$ cat config.mk
export PLATFORM = sky130hd
export DESIGN_NAME = cpg_gain
export DESIGN_NICKNAME = d
export VERILOG_FILES = /design/src/design/cpg_pkg.sv /design/src/design/cpg_gain.sv
export SDC_FILE = /design/constraint.sdc
export NUM_CORES = 2
export LEC_CHECK = 0
export BUFFER_PORTS_ARGS = -buffer_cell sky130_fd_sc_hd__clkbuf_2
export CORE_AREA = 2 2 441 268
export CTS_BUF_LIST = sky130_fd_sc_hd__clkbuf_16
export DETAILED_ROUTE_END_ITERATION = 10
export DIE_AREA = 0 0 443 270
export MAX_ROUTING_LAYER = met4
export PLACE_DENSITY_LB_ADDON = 0.12
export SYNTH_ARGS = -nofsm -noshare
export SYNTH_HDL_FRONTEND = slang
export SYNTH_SLANG_ARGS = --single-unit
$ cat constraint.sdc
create_clock -name clk -period 7.4 [get_ports clk]
set_clock_uncertainty 0.05 [all_clocks]
set_input_delay 0.74 -clock clk [delete_from_list [all_inputs] [get_ports clk]]
set_output_delay 0.74 -clock clk [all_outputs]
set_load 0.005 [all_outputs]
$ cat src/design/cpg_pkg.sv
package cpg_pkg;

  localparam int PHASE_BITS   = 16;
  localparam int POS_BITS     = 24;
  localparam int ANGLE_BITS   = 32;
  localparam int CORDIC_STEPS = 16;
  localparam int STEP_W       = $clog2(CORDIC_STEPS);
  localparam int GAIN_Q       = 24;
  localparam int GAIN_INV     = 10188014;
  localparam int GAIN_W       = GAIN_Q + 1;
  localparam int GUARD_BITS   = 36 - POS_BITS;
  localparam int XW           = POS_BITS + GUARD_BITS + 3;
  localparam int LO_W         = XW / 2;
  localparam int HI_W         = XW - LO_W;
  localparam int PROD_W       = XW + GAIN_W;
  localparam int CTR_W        = POS_BITS + 1;
  localparam int RX_W         = POS_BITS + 4;
  localparam int SUM_W        = POS_BITS + 5;
  localparam int CFG_W        = (POS_BITS > PHASE_BITS) ? POS_BITS : PHASE_BITS;
  localparam int CFG_IDX_W    = 2;

  localparam logic [CFG_IDX_W-1:0] REG_OFFSET_X   = 2'd0;
  localparam logic [CFG_IDX_W-1:0] REG_OFFSET_Y   = 2'd1;
  localparam logic [CFG_IDX_W-1:0] REG_PHASE_STEP = 2'd2;

  localparam logic ACTION_TICK  = 1'b0;
  localparam logic ACTION_START = 1'b1;

  localparam logic signed [GAIN_W-1:0] GAIN = GAIN_W'(GAIN_INV);

  typedef struct packed {
    logic                       action;
    logic signed [POS_BITS-1:0] start_x;
    logic signed [POS_BITS-1:0] start_y;
  } cmd_beat_t;

  typedef struct packed {
    logic signed [POS_BITS-1:0] point_x;
    logic signed [POS_BITS-1:0] point_y;
  } point_beat_t;

  typedef struct packed {
    logic                         valid;
    logic signed [XW-1:0]         x;
    logic signed [XW-1:0]         y;
    logic signed [ANGLE_BITS-1:0] z;
  } cell_t;

  // Arctangent of 2^-i in units of 2^-32 turn.
  function automatic logic [ANGLE_BITS-1:0] atan_turn(input logic [STEP_W-1:0] idx);
    logic [ANGLE_BITS-1:0] v;
    case (idx)
      4'd0:    v = 32'd536870912;
      4'd1:    v = 32'd316933406;
      4'd2:    v = 32'd167458907;
      4'd3:    v = 32'd85004756;
      4'd4:    v = 32'd42667331;
      4'd5:    v = 32'd21354465;
      4'd6:    v = 32'd10679838;
      4'd7:    v = 32'd5340245;
      4'd8:    v = 32'd2670163;
      4'd9:    v = 32'd1335087;
      4'd10:   v = 32'd667544;
      4'd11:   v = 32'd333772;
      4'd12:   v = 32'd166886;
      4'd13:   v = 32'd83443;
      4'd14:   v = 32'd41722;
      4'd15:   v = 32'd20861;
      default: v = '0;
    endcase
    return v;
  endfunction

endpackage

$ cat src/design/cpg_gain.sv
module cpg_gain
  import cpg_pkg::*;
(
  input  logic                    clk,
  input  logic                    rst,
  input  cell_t                   din,
  input  logic signed [CTR_W-1:0] center_x,
  input  logic signed [CTR_W-1:0] center_y,
  output logic                    res_valid,
  output point_beat_t             res
);

  localparam logic signed [PROD_W-1:0] ROUND = PROD_W'(1) << (GUARD_BITS + GAIN_Q - 1);
  localparam logic signed [SUM_W-1:0] POS_MAX =
    {{(SUM_W-POS_BITS+1){1'b0}}, {(POS_BITS-1){1'b1}}};
  localparam logic signed [SUM_W-1:0] POS_MIN =
    {{(SUM_W-POS_BITS+1){1'b1}}, {(POS_BITS-1){1'b0}}};

  logic                              mul_valid;
  logic signed [HI_W+GAIN_W-1:0]     mxh;
  logic signed [HI_W+GAIN_W-1:0]     myh;
  logic signed [LO_W+GAIN_W:0]       mxl;
  logic signed [LO_W+GAIN_W:0]       myl;
  logic signed [PROD_W-1:0]          px;
  logic signed [PROD_W-1:0]          py;
  logic signed [RX_W-1:0]            rx;
  logic signed [RX_W-1:0]            ry;
  logic signed [SUM_W-1:0]           sx;
  logic signed [SUM_W-1:0]           sy;
  logic signed [SUM_W-1:0]           qx;
  logic signed [SUM_W-1:0]           qy;

  always_ff @(posedge clk) begin
    if (rst) begin
      mul_valid <= 1'b0;
      res_valid <= 1'b0;
    end else begin
      mul_valid <= din.valid;
      res_valid <= mul_valid;
    end
  end

  always_ff @(posedge clk) begin
    mxh <= $signed(din.x[XW-1:LO_W]) * GAIN;
    myh <= $signed(din.y[XW-1:LO_W]) * GAIN;
    mxl <= $signed({1'b0, din.x[LO_W-1:0]}) * GAIN;
    myl <= $signed({1'b0, din.y[LO_W-1:0]}) * GAIN;
  end

  always_comb begin
    px = (PROD_W'(mxh) <<< LO_W) + PROD_W'(mxl) + ROUND;
    py = (PROD_W'(myh) <<< LO_W) + PROD_W'(myl) + ROUND;
    rx = px[PROD_W-1:GUARD_BITS+GAIN_Q];
    ry = py[PROD_W-1:GUARD_BITS+GAIN_Q];
    sx = SUM_W'(center_x) + SUM_W'(rx);
    sy = SUM_W'(center_y) + SUM_W'(ry);
    if (sx > POS_MAX) begin
      qx = POS_MAX;
    end else if (sx < POS_MIN) begin
      qx = POS_MIN;
    end else begin
      qx = sx;
    end
    if (sy > POS_MAX) begin
      qy = POS_MAX;
    end else if (sy < POS_MIN) begin
      qy = POS_MIN;
    end else begin
      qy = sy;
    end
  end

  always_ff @(posedge clk) begin
    res.point_x <= qx[POS_BITS-1:0];
    res.point_y <= qy[POS_BITS-1:0];
  end

endmodule

# ---- Word-level counts from Yosys, hierarchy flattened
# Index checks and enable logic that the tools add are counted.
dict set report totals {
  ff_bits 222
  out_inout_bits 49
  word_cells 24
}
dict set report classes {
  addsub 6
  n_mul 4
  magnitude_cmp 4
  n_mux 2
}
# op n
set ops {}
lappend ops {{$add A64 B37 Y64 const B} 2}
lappend ops {{$add A64 B44 Y64} 2}
lappend ops {{$mul A20 B24 Y44 const B} 2}
lappend ops {{$mul A19 B23 Y42 const B} 2}
lappend ops {{$add A25 B28 Y29} 2}
lappend ops {{$gt A29 B24 Y1 const B} 2}
lappend ops {{$lt A29 B24 Y1 const B} 2}
lappend ops {{$mux W24} 2}

# ---- Logic depth before layout (Yosys ltp)
dict set report depth {
  depth_word 5
  ltp_mapped 26
  depth_no_buf 24
}

# ---- Least setup slack after synthesis
# Ideal clock, no wire load.
dict set report synth_path {
  path_kind {input to register}
  from {input port din[98] (netlist bit)}
  to {register mxh[37]}
  setup_ns 0.062
  t_arrival_ns 6.632
  t_required_ns 7.288
  slack_ns 0.656
  cell_stages 22
  path_buffers 0
  cell_sequence {fa_1 -> inv_1 -> fa_1 -> fa_1 -> inv_1 -> ha_1 -> fa_1 -> inv_1 -> fa_1 -> fa_1 -> inv_1 -> ha_1 -> a21o_1 -> a21o_1 -> a21o_1 -> nor3_1 -> a21oi_1 -> a211o_1 -> a221oi_1 -> o21bai_1 -> or4b_1 -> nand3_1}
}
dict set report synth_via {
  elab_chain_len 1
}
# item line_no
set synth_rtl {}
lappend synth_rtl {{start, declared} cpg_gain.sv:6} ;# input cell_t din,
lappend synth_rtl {{$mul A20 B24 Y44} cpg_gain.sv:44} ;# mxh <= $signed(din.x[XW-1:LO_W]) * GAIN;
lappend synth_rtl {{end signal, assigned} cpg_gain.sv:44}
lappend synth_rtl {{end, declared} cpg_gain.sv:20} ;# logic signed [HI_W+GAIN_W-1:0] mxh;
# Every way passes these cells.
# A chain may end at the register's enable or synchronous reset.

# ---- Worst setup path after layout
dict set report layout_path {
  from {input port din[42] (netlist bit)}
  to {register myl[42]}
}
dict set report layout_via {
  elab_chain_len 1
}
# item line_no
set layout_rtl {}
lappend layout_rtl {{$mul A19 B23 Y42} cpg_gain.sv:47} ;# myl <= $signed({1'b0, din.y[LO_W-1:0]}) * GAIN;
lappend layout_rtl {{end signal, assigned} cpg_gain.sv:47}
lappend layout_rtl {{end, declared} cpg_gain.sv:23} ;# logic signed [LO_W+GAIN_W:0] myl;
# Every way passes these cells.

==> metrics list <==
- Initial detailed-routing violation count: around 1,500
- The floorplan has 97 rows.
* Clock insertion delay at the later pin of the skew report: ~0.5 ns
- During I/O placement, the number of pins put on the boundary was 212.
- Yosys Warn Count: 0
- Setup Buffers After CTS: 0
- DPL Wire Length: 99.7 mm
- Type of the worst setup path: in -> reg
- Worst path cell trace: clkbuf_2, fa_1, fa_1, fa_1, fa_1, inv_1, fa_1, inv_1, fa_1, ha_1, a211oi_1, o2111ai_1, a211oi_1, o31ai_1, buf_4, a22oi_1, o31ai_1, o41ai_1, buf_4, o21bai_1, a21oi_1, xnor2_1
- After detailed routing, the number of vias per cell comes to 4.67.
* Global routing usage summed across all routing layers: 0.192
- The floorplan step defined a core boundary enclosing 116,000 µm².
- TritonCTS built the clock tree.
* Synth-to-Final Area Change: 8.86%
- Clock slew seen by the registers of the worst setup and hold paths: 0.08 ns
- The die is 270 µm tall.
- Min cycle time layout: 6.85 ns
* Starting density of the core: 0.367
* Total iterations of the first detailed-routing run: 5
- The floorplan step defined a die boundary enclosing 120,000 µm².
* Crit path buffers/inverters: 5
- Largest net degree at the start of global routing: 24
- The H-tree was split into 4 levels.
- The congestion estimate from routability-driven global placement came to 0.922.
- Highest Clock Rate: 146 MHz
- The count of nets left with antenna violations once routing finished came out at 0.
* Netlist Area Pre-Place: around 42,000 µm²
- Number of flops mapped to enable cells by yosys: 0
- For the worst setup path, the data required time is 7.78 ns.
* Minimum hold slack: 0.352 ns
* Transition at the pin with the smallest max-transition slack: roughly 0.66 ns
- After synthesis the netlist holds a flip-flop and latch count of 184.
* Die W: 443 µm
* Via Count: approximately 28,000
* Max Buffers Root-to-Sink: 2
* Initial antenna violation count: 2
* Global-route congestion overflow total: 0
- The path class of the tightest hold or removal check is in -> reg.
* Dpl ws: 0.0487 ns
- Final count of pins violating max slew: 0
- Dividing the detail-routed wire length by the instance count gives ~18 µm.
- Counting stages on the worst path, the most repeated cell is sky130_fd_sc_hd__fa_1.
* Clock sink total: between 150 and 200
- Final WS setup: about 0.55 ns
- Total CTS buffers: 17
* Largest fanout on the critical path: 6
* Critical Path Start Type: input pin
- On the critical path, the stage with the largest delay is an instance of sky130_fd_sc_hd__fa_1.
- DRC viols: 0
* Type of element capturing the critical path: flop
* Post-synthesis average cell area: 9.83 µm²
- The number of hold violations in the final report came to 0.
- Post-synth top flop: sky130_fd_sc_hd__dfxtp_1
- For this run, the slowest stage of the critical path takes 0.72 ns.
- Vias in the first global route: 29,700
- Counting flops with an async set or reset pin after synthesis yields a share of 0.
- Portion of the post-synthesis area used by sequential elements: 0.0868
- Wires add up to 108 mm.
- The synthesized netlist contains 78 unique library cells.
- The cell count after synthesis came out at ~4,300.
* Relative slew slack: 0.556
- Result of the run: completed
* Clock tree root driver cell: sky130_fd_sc_hd__clkbuf_16
- Adding up every negative setup slack in the final design gives 0 ns.
* Worst reg-to-reg setup slack: ~0.61 ns
* # setup viols final: 0
* Synthesized net count: 6,111
- Hold-fix buffers, CTS: 0
* Critical Path AT: 7.23 ns
- In the final design database the tool counted 6,346 nets.
* Global-route wire length before repair: 172 mm
- Of the available clock period, the critical path in the final layout requires 0.926.
- RSZ-0062 raised after global routing: false
- Top Family by Delay on Critical Path: adder cells
- Ratio of cells with drive above 1 in the final layout: 0.0655
- Count of port buffers added during placement: 179
- The tool flagged a number of max-cap violations equal to 0.
-- flip-flops by register name, indices dropped and copies added, names as in the netlist --
| signal | flops |
|---|---|
| mxl | 23 |
| myh | 44 |
| myl | 23 |
| mxh | 44 |
| res_valid | 1 |
| mul_valid | 1 |
| res | 48 |
-- layout by cell type (no fill, tap or decap), types with 30 or more instances in the layout --
master                     count
sky130_fd_sc_hd__a21o_1      102
sky130_fd_sc_hd__a21oi_1     154
sky130_fd_sc_hd__buf_4        58
sky130_fd_sc_hd__clkbuf_2    179
sky130_fd_sc_hd__dfxtp_1     184
sky130_fd_sc_hd__fa_1        760
sky130_fd_sc_hd__ha_1        870
sky130_fd_sc_hd__inv_1      1217
sky130_fd_sc_hd__nand2_1     101
sky130_fd_sc_hd__nand3_1      43
sky130_fd_sc_hd__nand4_1      30
sky130_fd_sc_hd__nor2_1      131
sky130_fd_sc_hd__nor3_1       35
sky130_fd_sc_hd__o21ai_0     113
sky130_fd_sc_hd__xnor2_1     139
sky130_fd_sc_hd__xor2_1       80
-- metal layers --
| layer | track usage | wire length (µm) | vias up |
|---|---|---|---|
| li1 | - | - | 14100 |
| met1 | 0.313 | 61200 | 13800 |
| met2 | 0.242 | 39700 | 471 |
| met3 | 0.0417 | 6260 | 35 |
| met4 | 0.0190 | 724 | 0 |
| met5 | - | 0 | - |
-- cell type report --
cell class | instances | area, µm²
tap | 1534 | 1920
sequential | 184 | 3680
multi-input combinational | 2896 | 34100
timing repair buffer | 237 | 1330
fill | 11800 | 69500
inverter | 1217 | 4570
clock inverter | 15 | 161
antenna | 3 | 7.51
clock buffer | 17 | 425
-- stage by stage --
step	std cells	area, µm²	utilization
6_report	6103	46200	0.399
5_1_grt	6102	46200	0.399
4_1_cts	6100	46200	0.399
3_5_place_dp	6068	45600	0.394
3_3_place_gp	6068	45600	0.394
2_1_floorplan	4318	42400	-
-- final timing paths --
kind | start | to | cells after the start
setup reg to reg | myh[3]$_DFF_P_ | res[20]$_SDFF_PN1_ | 24
hold reg to reg | mul_valid$_SDFF_PP0_ | res_valid$_SDFF_PP0_ | 1
setup / recovery | din[42] | myl[42]$_DFF_P_ | 22
hold / removal | rst | res_valid$_SDFF_PP0_ | 2
-- Yosys cell counts (23+ instances only) --
cell                       instances  share of area
sky130_fd_sc_hd__inv_1          1217           0.11
sky130_fd_sc_hd__ha_1            870           0.26
sky130_fd_sc_hd__fa_1            760           0.36
sky130_fd_sc_hd__dfxtp_1         184          0.087
sky130_fd_sc_hd__a21oi_1         154          0.018
sky130_fd_sc_hd__xnor2_1         139          0.029
sky130_fd_sc_hd__nor2_1          131          0.012
sky130_fd_sc_hd__o21ai_0         113          0.013
sky130_fd_sc_hd__a21o_1          102          0.018
sky130_fd_sc_hd__nand2_1         101         0.0089
sky130_fd_sc_hd__xor2_1           80          0.017
sky130_fd_sc_hd__nand3_1          43         0.0051
sky130_fd_sc_hd__nor3_1           35         0.0041
sky130_fd_sc_hd__nand4_1          30         0.0044
sky130_fd_sc_hd__a211oi_1         28         0.0050
sky130_fd_sc_hd__o21bai_1         26         0.0046
sky130_fd_sc_hd__o21a_1           24         0.0042
sky130_fd_sc_hd__nand2b_1         23         0.0034
sky130_fd_sc_hd__o21ai_1          23         0.0027
-- cell families after synthesis --
family	after synthesis	share of synthesized area
adder cells (fa/ha/maj)	1630	0.615
multiplexers	1	0.000265
flip-flops	184	0.0868
AND/OR/NAND/NOR	456	0.0524
AO/OA/AOI/OAI	590	0.0904
buffers and inverters	1238	0.110
XOR/XNOR	219	0.0452
-- worst register-to-register path, stage by stage, from the launching register on --
cell                        delay (ns)
sky130_fd_sc_hd__dfxtp_1          0.31
sky130_fd_sc_hd__ha_1             0.28
sky130_fd_sc_hd__ha_1             0.27
sky130_fd_sc_hd__nand4_1          0.08
sky130_fd_sc_hd__o2bb2ai_1        0.18
sky130_fd_sc_hd__nor2_1           0.14
sky130_fd_sc_hd__o21ai_0          0.17
sky130_fd_sc_hd__a21oi_1          0.32
sky130_fd_sc_hd__o22ai_1          0.29
sky130_fd_sc_hd__a211oi_2         0.63
sky130_fd_sc_hd__nand3_1          0.18
sky130_fd_sc_hd__xnor2_1          0.22
sky130_fd_sc_hd__ha_1             0.39
sky130_fd_sc_hd__a211oi_1         0.28
sky130_fd_sc_hd__o21bai_1         0.18
sky130_fd_sc_hd__a211oi_1         0.25
sky130_fd_sc_hd__o21ai_0          0.16
sky130_fd_sc_hd__a41oi_1          0.22
sky130_fd_sc_hd__buf_4            0.18
sky130_fd_sc_hd__a31o_2           0.23
sky130_fd_sc_hd__mux2_2           0.34
sky130_fd_sc_hd__o311ai_0         0.52
sky130_fd_sc_hd__a41o_1           0.41
sky130_fd_sc_hd__buf_4            0.26
sky130_fd_sc_hd__o21ai_0          0.13
-- timing repair --
item                                    CTS  global route
endpoints found under the setup margin    0            23
endpoints found under the hold margin     0             0
gates resized for setup                   0             1
Power is not shown: default switching activity piles up to over one toggle a cycle in this logic, so the estimate is an artifact.
